$ cat config.mk
export PLATFORM = sky130hd
export DESIGN_NAME = fits_integer_value_parser_core
export DESIGN_NICKNAME = d
export VERILOG_FILES = /design/src/sv/fipv_pkg.sv /design/src/sv/fipv_scan.sv /design/src/sv/fits_integer_value_parser_core.sv
export SDC_FILE = /design/constraint.sdc
export NUM_CORES = 1
export LEC_CHECK = 0
export BUFFER_PORTS_ARGS = -buffer_cell sky130_fd_sc_hd__buf_2
export CORE_MARGIN = 1.5
export CORE_UTILIZATION = 25
export DETAILED_ROUTE_END_ITERATION = 8
export PLACE_DENSITY = 0.4
export SYNTH_ARGS = -nofsm -noshare
export SYNTH_HDL_FRONTEND = slang
export SYNTH_SLANG_ARGS = --single-unit
$ cat constraint.sdc
create_clock -name clk_i -period 4.6 [get_ports clk_i]
set_input_delay 0.46 -clock clk_i [delete_from_list [all_inputs] [get_ports clk_i]]
set_output_delay 0.46 -clock clk_i [all_outputs]
set_load 0.005 [all_outputs]
$ cat src/sv/fipv_pkg.sv
// Package with the payload types, status codes and constants of the integer value parser.
`default_nettype none

package fipv_pkg;

  typedef struct packed {
    logic [7:0] record_byte;
    logic       last_byte;
  } in_t;

  typedef struct packed {
    logic signed [63:0] int_value;
    logic [2:0]         parse_status;
  } out_t;

  typedef enum logic [2:0] {
    StOk        = 3'd0,
    StTrailing  = 3'd1,
    StLateSign  = 3'd2,
    StBadChar   = 3'd3,
    StNoDigit   = 3'd4,
    StMultiSign = 3'd5,
    StRange     = 3'd6
  } status_e;

  localparam logic [7:0] ChSlash = 8'h2F;
  localparam logic [7:0] ChPlus  = 8'h2B;
  localparam logic [7:0] ChMinus = 8'h2D;
  localparam logic [7:0] ChSpace = 8'h20;
  localparam logic [7:0] ChZero  = 8'h30;
  localparam logic [7:0] ChNine  = 8'h39;

  // 2^63 / 10, rounded down. (2^63 - d) / 10 equals this for d up to 8.
  localparam logic [63:0] MagTenth = 64'd922337203685477580;

endpackage

`default_nettype wire

$ cat src/sv/fipv_scan.sv
// Per-record scan state and the end-of-record status and value logic.
`default_nettype none

module fipv_scan #(
  parameter int RECORD_BYTES = 80,
  parameter int VALUE_START  = 10
) (
  input  wire           clk_i,
  input  wire           rst_ni,
  input  wire           step_i,
  input  wire fipv_pkg::in_t byte_i,
  output logic          done_o,
  output fipv_pkg::out_t result_o
);

  localparam int PosW = $clog2(RECORD_BYTES);
  localparam logic [PosW-1:0] PosLast = PosW'(RECORD_BYTES - 1);

  logic [PosW-1:0] pos_q;
  logic            started_q, started_d;
  logic            digit_q, digit_d;
  logic            stopped_q, stopped_d;
  logic            comment_q, comment_d;
  logic [1:0]      sign_cnt_q, sign_cnt_d;
  logic            neg_q, neg_d;
  logic [63:0]     mag_q, mag_d;
  logic [63:0]     nacc_q, nacc_d;
  logic            at_limit_q, at_limit_d;
  logic            ovf_q, ovf_d;
  logic [2:0]      err_q, err_d;

  logic        scan_en;
  logic        is_digit, is_sign, is_space;
  logic [63:0] dig;
  logic [63:0] mag_lim;
  logic [2:0]  status;

  assign is_digit = (byte_i.record_byte >= fipv_pkg::ChZero) &&
                    (byte_i.record_byte <= fipv_pkg::ChNine);
  assign is_sign  = (byte_i.record_byte == fipv_pkg::ChPlus) ||
                    (byte_i.record_byte == fipv_pkg::ChMinus);
  assign is_space = (byte_i.record_byte == fipv_pkg::ChSpace);
  assign dig      = {60'd0, byte_i.record_byte[3:0]};
  // Only a nine lowers the largest magnitude that may still take another digit.
  assign mag_lim  = (dig == 64'd9) ? (fipv_pkg::MagTenth - 64'd1) : fipv_pkg::MagTenth;

  assign scan_en = ({{(32-PosW){1'b0}}, pos_q} >= 32'(VALUE_START)) &&
                   !comment_q && (err_q == 3'(fipv_pkg::StOk));

  always_comb begin
    started_d  = started_q;
    digit_d    = digit_q;
    stopped_d  = stopped_q;
    comment_d  = comment_q;
    sign_cnt_d = sign_cnt_q;
    neg_d      = neg_q;
    mag_d      = mag_q;
    nacc_d     = nacc_q;
    at_limit_d = at_limit_q;
    ovf_d      = ovf_q;
    err_d      = err_q;
    if (scan_en) begin
      if (byte_i.record_byte == fipv_pkg::ChSlash) begin
        comment_d = 1'b1;
      end else if (!(is_space && !started_q)) begin
        started_d = 1'b1;
        if (stopped_q && !is_space) begin
          err_d = 3'(fipv_pkg::StTrailing);
        end else if (is_sign && digit_q) begin
          err_d = 3'(fipv_pkg::StLateSign);
        end else if (is_sign) begin
          if (sign_cnt_q == 2'd0) begin
            neg_d = (byte_i.record_byte == fipv_pkg::ChMinus);
          end
          if (sign_cnt_q != 2'd2) begin
            sign_cnt_d = sign_cnt_q + 2'd1;
          end
        end else if (is_digit) begin
          digit_d = 1'b1;
          if (!ovf_q) begin
            if (mag_q > mag_lim) begin
              ovf_d = 1'b1;
            end else begin
              // The negated magnitude is kept alongside so the result needs no negation.
              mag_d      = (mag_q << 3) + (mag_q << 1) + dig;
              nacc_d     = (nacc_q << 3) + (nacc_q << 1) - dig;
              at_limit_d = (dig == 64'd8) && (mag_q == fipv_pkg::MagTenth);
            end
          end
        end else if (is_space) begin
          stopped_d = 1'b1;
        end else begin
          err_d = 3'(fipv_pkg::StBadChar);
        end
      end
    end
  end

  always_comb begin
    if (err_d != 3'(fipv_pkg::StOk)) begin
      status = err_d;
    end else if (!digit_d) begin
      status = 3'(fipv_pkg::StNoDigit);
    end else if (sign_cnt_d == 2'd2) begin
      status = 3'(fipv_pkg::StMultiSign);
    end else if (ovf_d || (!neg_d && at_limit_d)) begin
      status = 3'(fipv_pkg::StRange);
    end else begin
      status = 3'(fipv_pkg::StOk);
    end
  end

  assign done_o                = byte_i.last_byte || (pos_q == PosLast);
  assign result_o.parse_status = status;
  assign result_o.int_value    = (status != 3'(fipv_pkg::StOk)) ? 64'sd0 :
                                 neg_d ? $signed(nacc_d) : $signed(mag_d);

  always_ff @(posedge clk_i or negedge rst_ni) begin
    if (!rst_ni) begin
      pos_q      <= '0;
      started_q  <= 1'b0;
      digit_q    <= 1'b0;
      stopped_q  <= 1'b0;
      comment_q  <= 1'b0;
      sign_cnt_q <= 2'd0;
      neg_q      <= 1'b0;
      mag_q      <= '0;
      nacc_q     <= '0;
      at_limit_q <= 1'b0;
      ovf_q      <= 1'b0;
      err_q      <= 3'(fipv_pkg::StOk);
    end else if (step_i) begin
      if (done_o) begin
        pos_q      <= '0;
        started_q  <= 1'b0;
        digit_q    <= 1'b0;
        stopped_q  <= 1'b0;
        comment_q  <= 1'b0;
        sign_cnt_q <= 2'd0;
        neg_q      <= 1'b0;
        mag_q      <= '0;
        nacc_q     <= '0;
        at_limit_q <= 1'b0;
        ovf_q      <= 1'b0;
        err_q      <= 3'(fipv_pkg::StOk);
      end else begin
        pos_q      <= pos_q + PosW'(1);
        started_q  <= started_d;
        digit_q    <= digit_d;
        stopped_q  <= stopped_d;
        comment_q  <= comment_d;
        sign_cnt_q <= sign_cnt_d;
        neg_q      <= neg_d;
        mag_q      <= mag_d;
        nacc_q     <= nacc_d;
        at_limit_q <= at_limit_d;
        ovf_q      <= ovf_d;
        err_q      <= err_d;
      end
    end
  end

  // The two accumulators must stay exact negatives of each other.
  assert property (@(posedge clk_i) disable iff (!rst_ni) nacc_q == (64'd0 - mag_q))
    else $error("negated accumulator out of step with magnitude");

  assert property (@(posedge clk_i) disable iff (!rst_ni)
                   (step_i && done_o) |=> (pos_q == '0) && !digit_q && (err_q == 3'd0))
    else $error("record state not cleared after record end");

  assert property (@(posedge clk_i) disable iff (!rst_ni)
                   !ovf_q |-> (mag_q <= 64'h8000_0000_0000_0000))
    else $error("magnitude beyond 2^63 without overflow");

endmodule

`default_nettype wire

$ cat src/sv/fits_integer_value_parser_core.sv
// Top level of the header record integer value parser: input register, scan, result register.
//
//   channel | direction | handshake                | payload
//   in      | input     | in_valid_i / in_stall_o  | in_data_i   (record_byte, last_byte)
//   out     | output    | out_valid_o / out_stall_i| out_data_o  (int_value, parse_status)
//
// One byte per cycle is sustained while no record end waits; the scan of a byte is one shift-add step.
// The result is loaded into the result register when the record's last byte leaves the
// input register and the result register has room.
// Reset clears the record state, so the first byte after reset starts a record.
// The input side stalls only while a record-ending byte waits for a stalled result register.
`default_nettype none

module fits_integer_value_parser_core #(
  parameter int RECORD_BYTES = 80,
  parameter int VALUE_START  = 10
) (
  input  wire            clk_i,
  input  wire            rst_ni,
  input  wire            in_valid_i,
  output logic           in_stall_o,
  input  wire fipv_pkg::in_t in_data_i,
  output logic           out_valid_o,
  input  wire            out_stall_i,
  output fipv_pkg::out_t out_data_o
);

  logic           in_vld_q, in_vld_d;
  fipv_pkg::in_t  in_q;
  logic           out_vld_q, out_vld_d;
  fipv_pkg::out_t out_q;
  logic           advance, done;
  fipv_pkg::out_t result;

  fipv_scan #(
    .RECORD_BYTES(RECORD_BYTES),
    .VALUE_START (VALUE_START)
  ) u_scan (
    .clk_i   (clk_i),
    .rst_ni  (rst_ni),
    .step_i  (advance),
    .byte_i  (in_q),
    .done_o  (done),
    .result_o(result)
  );

  // A byte that ends a record moves on only when the result register has room.
  assign advance    = in_vld_q && (!done || !out_vld_q || !out_stall_i);
  assign in_stall_o = in_vld_q && !advance;

  always_comb begin
    in_vld_d = in_vld_q;
    if (in_valid_i && !in_stall_o) begin
      in_vld_d = 1'b1;
    end else if (advance) begin
      in_vld_d = 1'b0;
    end
    out_vld_d = out_vld_q;
    if (advance && done) begin
      out_vld_d = 1'b1;
    end else if (!out_stall_i) begin
      out_vld_d = 1'b0;
    end
  end

  always_ff @(posedge clk_i or negedge rst_ni) begin
    if (!rst_ni) begin
      in_vld_q  <= 1'b0;
      out_vld_q <= 1'b0;
    end else begin
      in_vld_q  <= in_vld_d;
      out_vld_q <= out_vld_d;
    end
  end

  always_ff @(posedge clk_i) begin
    if (in_valid_i && !in_stall_o) begin
      in_q <= in_data_i;
    end
    if (advance && done) begin
      out_q <= result;
    end
  end

  assign out_valid_o = out_vld_q;
  assign out_data_o  = out_q;

  assert property (@(posedge clk_i) disable iff (!rst_ni)
                   in_stall_o |-> (in_vld_q && done && out_vld_q && out_stall_i))
    else $error("input stalled without a blocked record end");

  assert property (@(posedge clk_i) disable iff (!rst_ni) (advance && done) |=> out_vld_q)
    else $error("record end did not load the result register");

  assert property (@(posedge clk_i) disable iff (!rst_ni)
                   (out_vld_q && (out_q.parse_status != 3'(fipv_pkg::StOk)))
                   |-> (out_q.int_value == 64'sd0))
    else $error("nonzero value with a failing status");

  assert property (@(posedge clk_i) disable iff (!rst_ni)
                   out_vld_q |-> (out_q.parse_status <= 3'(fipv_pkg::StRange)))
    else $error("status code out of range");

endmodule

`default_nettype wire
### After elaboration in Yosys (flattened, before gate mapping)

Index checks and enable logic that the tools add are counted.

* register bits after elaboration: 225
* bits of input ports: 13
* logic and storage cells: 182

* add/sub/neg operators: 6
* magnitude comparators: 4
* eq/ne operators: 17
* mux-type cells: 100
* reduce and logical (&&, ||, !) cells: 37

Operators with widths (count)
* $mux 64: 21
* $add 64x64->64: 2
* $add 64x4->64: 1
* $eq 64x60->1 const B: 1
* $gt 64x64->1: 1
* $sub 64x4->64: 1
* $mux 1: 56
* $mux 3: 14
* $eq 8x6->1 const B: 4
* $mux 2: 8
* $ne 2x2->1 const B: 7
* $logic_and 1x1->1: 12
* $logic_not 1->1: 9
* $reduce_and 9->1: 1
* $eq 4x4->1 const B: 2
* $ge 8x6->1 const B: 1
* $le 8x6->1 const B: 1
* $reduce_bool 2->1: 4
* $add 7x1->7 const B: 1
* $eq 7x7->1 const B: 1
* $ge 7x4->1 const B: 1
* $mux 7: 1
* $reduce_bool 3->1: 2
* $logic_or 1x1->1: 5
* 7 further kinds: 7

### Logic depth before layout (Yosys ltp)

* depth in word-level cells: 19
* depth in mapped cells: 18
* gate-level depth less buffers: 15

### Modules after synthesis

A second synthesis with hierarchy kept.

* cell total of the unflattened synthesis: 2414
* area, all modules: 20215.6 um^2

By module, submodules not included
* fipv_scan: times used 1, cells each 2326, area an instance 17828.3 um^2, sequential area each 3678.5 um^2
* fits_integer_value_parser_core: times used 1, cells each 88, area an instance 2387.3 um^2, sequential area each 2332.2 um^2

### Worst setup path before layout

No wires, ideal clock.

* path type: register to register
* start: register u_scan.pos_q[0]
* end: register out_q, in the netlist out_data_o[0] (enable)
* arrival time: 4348 ps
* required time: 4097 ps
* slack: -251 ps
* stages on the path, launching flop included: 7
* path buffers: 0
* clock period less this slack: 4851 ps
* cells stage by stage: dfrtp_1 -> ha_1 -> nand3_1 -> nor3_1 -> nor2_1 -> o21ai_1 -> nor2_1

* word-level cells in the longest chain between the ends: 7

Ends and longest elaborated chain
* start, declared: RTL line fipv_scan.sv:19 `logic [PosW-1:0] pos_q;`
* start signal, assigned: RTL line fipv_scan.sv:147 `pos_q <= pos_q + PosW'(1);`
* $eq 7x7->1 *: RTL line fipv_scan.sv:113 `assign done_o = byte_i.last_byte || (pos_q == PosLast);`
* $logic_or 1x1->1 *: RTL line fipv_scan.sv:113
* $logic_not 1->1: RTL line fits_integer_value_parser_core.sv:48 `assign advance = in_vld_q && (!done || !out_vld_q || !out_stall_i);`
* $logic_or 1x1->1 (2 in a row): RTL line fits_integer_value_parser_core.sv:48
* $logic_and 1x1->1: RTL line fits_integer_value_parser_core.sv:48
* $logic_and 1x1->1 *: RTL line fits_integer_value_parser_core.sv:80 `if (advance && done) begin`
* end signal, assigned: RTL line fits_integer_value_parser_core.sv:81 `out_q <= result;`
* end, declared: RTL line fits_integer_value_parser_core.sv:31 `fipv_pkg::out_t out_q;`

Every way passes the cells marked *; elsewhere a longest branch is shown, timed or not.
A chain may end at the register's enable or synchronous reset.

### Worst setup path after layout

* start: register in_q[4] (netlist bit)
* end: register out_q, in the netlist out_data_o[55], data pin

* word-level cells in the longest chain between the ends: 19
* elaborated cells between the ends (all ways): 94
* those cells by class: add/sub (2); order compare (3); eq/ne (7); mux (70); reduce/logical (12)

Ends and longest elaborated chain
* start, declared: RTL line fits_integer_value_parser_core.sv:29 `fipv_pkg::in_t in_q;`
* start signal, assigned: RTL line fits_integer_value_parser_core.sv:78 `in_q <= in_data_i;`
* $eq 4x4->1: RTL line fipv_scan.sv:45 `assign mag_lim = (dig == 64'd9) ? (fipv_pkg::MagTenth - 64'd1) : fipv_pkg::MagTenth;`
* $mux 3: RTL line fipv_scan.sv:45
* $gt 64x64->1: RTL line fipv_scan.sv:81 `if (mag_q > mag_lim) begin`
* $mux 1: RTL line fipv_scan.sv:81
* $mux 1: RTL line fipv_scan.sv:80 `if (!ovf_q) begin`
* $mux 1: RTL line fipv_scan.sv:78 `end else if (is_digit) begin`
* $mux 1: RTL line fipv_scan.sv:71 `end else if (is_sign) begin`
* $mux 1: RTL line fipv_scan.sv:69 `end else if (is_sign && digit_q) begin`
* [... 3 more ...]
* $mux 1: RTL line fipv_scan.sv:62 `if (scan_en) begin`
* $logic_and 1x1->1: RTL line fipv_scan.sv:106 `end else if (ovf_d || (!neg_d && at_limit_d)) begin`
* $logic_or 1x1->1: RTL line fipv_scan.sv:106
* $mux 3: RTL line fipv_scan.sv:106
* $mux 3: RTL line fipv_scan.sv:104 `end else if (sign_cnt_d == 2'd2) begin`
* $mux 3: RTL line fipv_scan.sv:102 `end else if (!digit_d) begin`
* $mux 3: RTL line fipv_scan.sv:100 `if (err_d != 3'(fipv_pkg::StOk)) begin`
* $reduce_bool 3->1: RTL line fipv_scan.sv:115 `assign result_o.int_value = (status != 3'(fipv_pkg::StOk)) ? 64'sd0 :`

Several ways; a longest one is shown, not always the timed one.

==> metrics.txt <==
# TYPE chip_impl_metric gauge
chip_impl_metric{name="totalWireLength",unit="mm"} 77.50
chip_impl_metric{name="grt_start_max_net_pins",unit=""} 83
chip_impl_metric{name="worstMarginPinSlew",unit="ps"} 868.9
chip_impl_metric{name="drt.antenna.violating_nets",unit=""} 0
chip_impl_metric{name="synth.avg_cell_area",unit="sq um"} 8.224
chip_impl_metric{name="htree_levels",unit=""} 1
chip_impl_metric{name="worst_slew_margin_rel",unit="%"} 41.86
chip_impl_metric{name="tritoncts.num_buffers",unit=""} 31
chip_impl_metric{name="grt_util_all_layers",unit="%"} 18.48
chip_impl_metric{name="post-place-cells",unit=""} 3589
chip_impl_metric{name="filler_cell_count",unit=""} 8762
chip_impl_info{name="cts_tree",value="yes"} 1
chip_impl_metric{name="route.detailed.wl_per_inst",unit="um"} 21.22
chip_impl_metric{name="globalRoute.totalOverflow",unit=""} 0
chip_impl_metric{name="std_cell_rows",unit=""} 104
chip_impl_metric{name="layout.cell_area.non_filler",unit="sq um"} 23720
chip_impl_metric{name="reported_max_cap_violation_count",unit=""} 0
chip_impl_info{name="post-synth-top-count-cell",value="nand2_1"} 1
chip_impl_info{name="critical_path_end_type",value="register"} 1
chip_impl_metric{name="net-switching-power",unit="mW"} 3.123
chip_impl_info{name="rsz0062_at_grt",value="true"} 1
chip_impl_metric{name="fmax",unit="MHz"} 226.3
chip_impl_metric{name="netSwitchingFraction",unit="%"} 38.08
chip_impl_metric{name="finalSetupViolations",unit=""} 0
chip_impl_metric{name="p_int",unit="mW"} 5.078
chip_impl_metric{name="first_global_vias",unit=""} 18900
chip_impl_metric{name="utilization",unit="%"} 29.40
chip_impl_metric{name="netlist_area",unit="sq um"} 20400
chip_impl_metric{name="dp.final_hpwl",unit="mm"} 58.74
chip_impl_metric{name="synth.top_cell.area_share",unit="%"} 18.27
chip_impl_metric{name="cts.sinks",unit=""} 225
chip_impl_metric{name="fin_cells",unit=""} 3652
chip_impl_metric{name="worst_clock_skew",unit="ps"} 29.30
chip_impl_metric{name="critical_path.max_fanout",unit=""} 7
chip_impl_metric{name="cp.required",unit="ps"} 4930
chip_impl_metric{name="leakage",unit="nW"} 11.23
chip_impl_metric{name="cts.reportedPaths.clkPinSlew",unit="ps"} 60
chip_impl_metric{name="synth.net_count",unit=""} 2749
chip_impl_metric{name="vdd_drop_max",unit="V"} 0.0003045
chip_impl_metric{name="drive_above_1_share",unit="%"} 11.50
chip_impl_metric{name="hold_viol",unit=""} 0
chip_impl_info{name="synth.area.top_cells",value="dfrtp_1 18%, ha_1 15%, edfxtp_1 11%"} 1
chip_impl_metric{name="ys_types",unit=""} 89
chip_impl_info{name="dominantRegCellSynth",value="dfrtp_1"} 1
chip_impl_metric{name="initial_core_util",unit="%"} 25.29
chip_impl_metric{name="clock_path_buffers",unit=""} 3
chip_impl_metric{name="top_level_ports",unit=""} 82
chip_impl_metric{name="placement.io_buffers",unit=""} 81
chip_impl_metric{name="syn-instance-count",unit=""} 2481
chip_impl_metric{name="design.final.nets",unit=""} 2834
chip_impl_metric{name="core",unit="sq um"} 80680
chip_impl_metric{name="cp.arrival",unit="ps"} 4750
chip_impl_metric{name="layout-area-overhead-vs-synth",unit="%"} 16.24
chip_impl_metric{name="grt_antenna_before_repair",unit=""} 1
chip_impl_metric{name="power.combinational.fraction",unit="%"} 41.9
chip_impl_metric{name="finalCritPeriodShare",unit="%"} 96.05
chip_impl_info{name="cts.root.buffer_cell",value="clkbuf_16"} 1
chip_impl_metric{name="die-width",unit="um"} 288.7
chip_impl_metric{name="sequential_fraction_of_the_synthesis_area",unit="%"} 29.46
chip_impl_metric{name="insertion_delay",unit="ps"} 610
chip_impl_metric{name="route.detailed.vias_per_inst",unit=""} 5.147
chip_impl_metric{name="grt_pass1_wl",unit="mm"} 117.9
chip_impl_info{name="hold_class",value="in2reg"} 1
chip_impl_info{name="run_status",value="finished, final reports clean"} 1
chip_impl_metric{name="initialDrtViolationCount",unit=""} 1354
chip_impl_metric{name="reg2reg_setup_slack",unit="ps"} 180
chip_impl_metric{name="yosys_warnings",unit=""} 0
chip_impl_metric{name="power.share.clock",unit="%"} 31.4
chip_impl_metric{name="power.sequential.fraction",unit="%"} 26.7
chip_impl_metric{name="ys_async_sr_fraction",unit="%"} 66.22
chip_impl_metric{name="post_dp_cell_area",unit="sq um"} 22550
chip_impl_info{name="synth_commonest_cells",value="276 x nand2_1, 251 x ha_1, 234 x a21oi_1"} 1
chip_impl_metric{name="chipHeight",unit="um"} 288.7
chip_impl_metric{name="synth.ff_latch_count",unit=""} 225
chip_impl_info{name="synth_area_leader_cell",value="dfrtp_1"} 1
chip_impl_info{name="worst_setup_path_start_kind",value="register"} 1
chip_impl_metric{name="power_per_cell_area",unit="nW/um^2"} 345.8
chip_impl_metric{name="drt_pass1_iterations",unit=""} 8
chip_impl_metric{name="routed-via-count",unit=""} 18800
chip_impl_metric{name="place.gp.congestion",unit=""} 0.9052
chip_impl_info{name="path_class",value="reg2reg"} 1
chip_impl_metric{name="drv_slew",unit=""} 0
chip_impl_metric{name="fin_crit",unit="ps"} 4418
chip_impl_metric{name="drc",unit=""} 0
chip_impl_metric{name="synth_enable_flop_cells",unit=""} 76
chip_impl_metric{name="design.die.area",unit="sq um"} 83340
[per-stage QoR]
stage	power (mW)	setup TNS, ps	hold slack [ps]	setup WS (ps)
after detailed placement	5.603	0	474.3	167.3
final	8.201	0	37.95	181.7
after global placement	5.613	0	464.7	208.5
after global routing	8.737	-18.22	19.12	-18.22
after CTS	8.243	0	3.330	104.3
after floorplan	4.480	0	164.4	463.3
[logic make-up (layout without fill, tap and decap cells)]
logic type / Yosys count / count (layout) / share of synthesized area (%)
AOI/OAI and AO/OA: 786 / 786 / 25.02
DFF: 225 / 225 / 29.46
xor gates and xnor gates: 112 / 112 / 4.807
other: 0 / 1 / 0
and+or+nand+nor: 718 / 718 / 16.41
buffers and inverters: 355 / 465 / 6.733
adders and majority gates: 255 / 255 / 15.78
muxes: 30 / 30 / 1.784
[critical path, cell delays in order, from the launching register on]
cell      delay (ps)
edfxtp_1         420
buf_4            200
fa_1             520
fa_1             440
a211oi_1         310
o21ai_2          130
o221a_2          280
or2_1            260
a211oi_2         180
buf_4            180
nor4b_2           90
nor3_2           240
o21a_1           170
xnor2_1           90
mux4_2           460
and2_1           170
[power by group through the flow]
| stage | combinational [mW] | sequential, mW | clock [mW] |
|---|---|---|---|
| 2_1_floorplan | 2.26 | 2.22 | 0 |
| 3_3_place_gp | 3.38 | 2.23 | 0 |
| 3_5_place_dp | 3.37 | 2.23 | 0 |
| 4_1_cts | 3.39 | 2.19 | 2.66 |
| 5_1_grt | 3.81 | 2.20 | 2.73 |
| 6_report | 3.43 | 2.19 | 2.58 |
[cell type report]
class	count	area, sq um	area share (%)
clock inverters	15	158.9	0.6699
flip-flops and latches	225	6011	25.34
repair buffers	180	1300	5.481
clock buffers	43	902.1	3.803
diodes	1	2.502	0.01055
inverters	227	852.1	3.592
multi-input cells	1901	13170	55.51
well taps	1060	1326	5.592
[worst paths after layout]
| check | startpoint | end | cells past startpoint |
|---|---|---|---|
| setup / recovery | in_q[4] | out_data_o[55] | 15 |
| hold / removal | in_data_i[8] | in_q[8] | 1 |
| setup reg to reg | in_q[4] | out_data_o[55] | 15 |
| hold reg to reg | u_scan.at_limit_q | u_scan.at_limit_q | 2 |
| max in group asynchronous | rst_ni | u_scan.nacc_q[51] | 3 |
| min in group asynchronous | rst_ni | u_scan.mag_q[38] | 2 |
[sequential cells by signal, summed over array words and instances (netlist names), 2 cells and up]
name and cells:
u_scan.pos_q 7, in_q 9, u_scan.nacc_q 64, out_data_o 67, u_scan.sign_cnt_q 2, u_scan.err_q 3
u_scan.mag_q 64
[placed cells by master, fill, tap and decap left out, drive strengths merged, types with 71 or more instances in the layout]
| master | netlist | final |
|---|---|---|
| a21o | 71 | 71 |
| a21oi | 237 | 237 |
| buf | 33 | 177 |
| dfrtp | 149 | 149 |
| edfxtp | 76 | 76 |
| ha | 251 | 251 |
| inv | 227 | 228 |
| nand2 | 276 | 276 |
| nor2 | 187 | 187 |
| o21ai | 160 | 160 |
| xnor2 | 75 | 75 |
[routing by layer]
metal | GRT usage, % | up-vias | routed length [um]
met5 | 0 | - | 0
met2 | 30.14 | 459 | 35010
met3 | 1.864 | 76 | 3242
met1 | 26.30 | 9161 | 37560
met4 | 3.906 | 0 | 1689
li1 | - | 9100 | -
[what timing repair did]
| item | in CTS | in global routing |
|---|---|---|
| resized for setup | 0 | 12 |
| setup buffers | 0 | 1 |
| hold buffers | 3 | 0 |
| setup endpoints to repair | 0 | 15 |
| hold endpoints to repair | 69 | 0 |
Power figures use the tool's default switching activity.
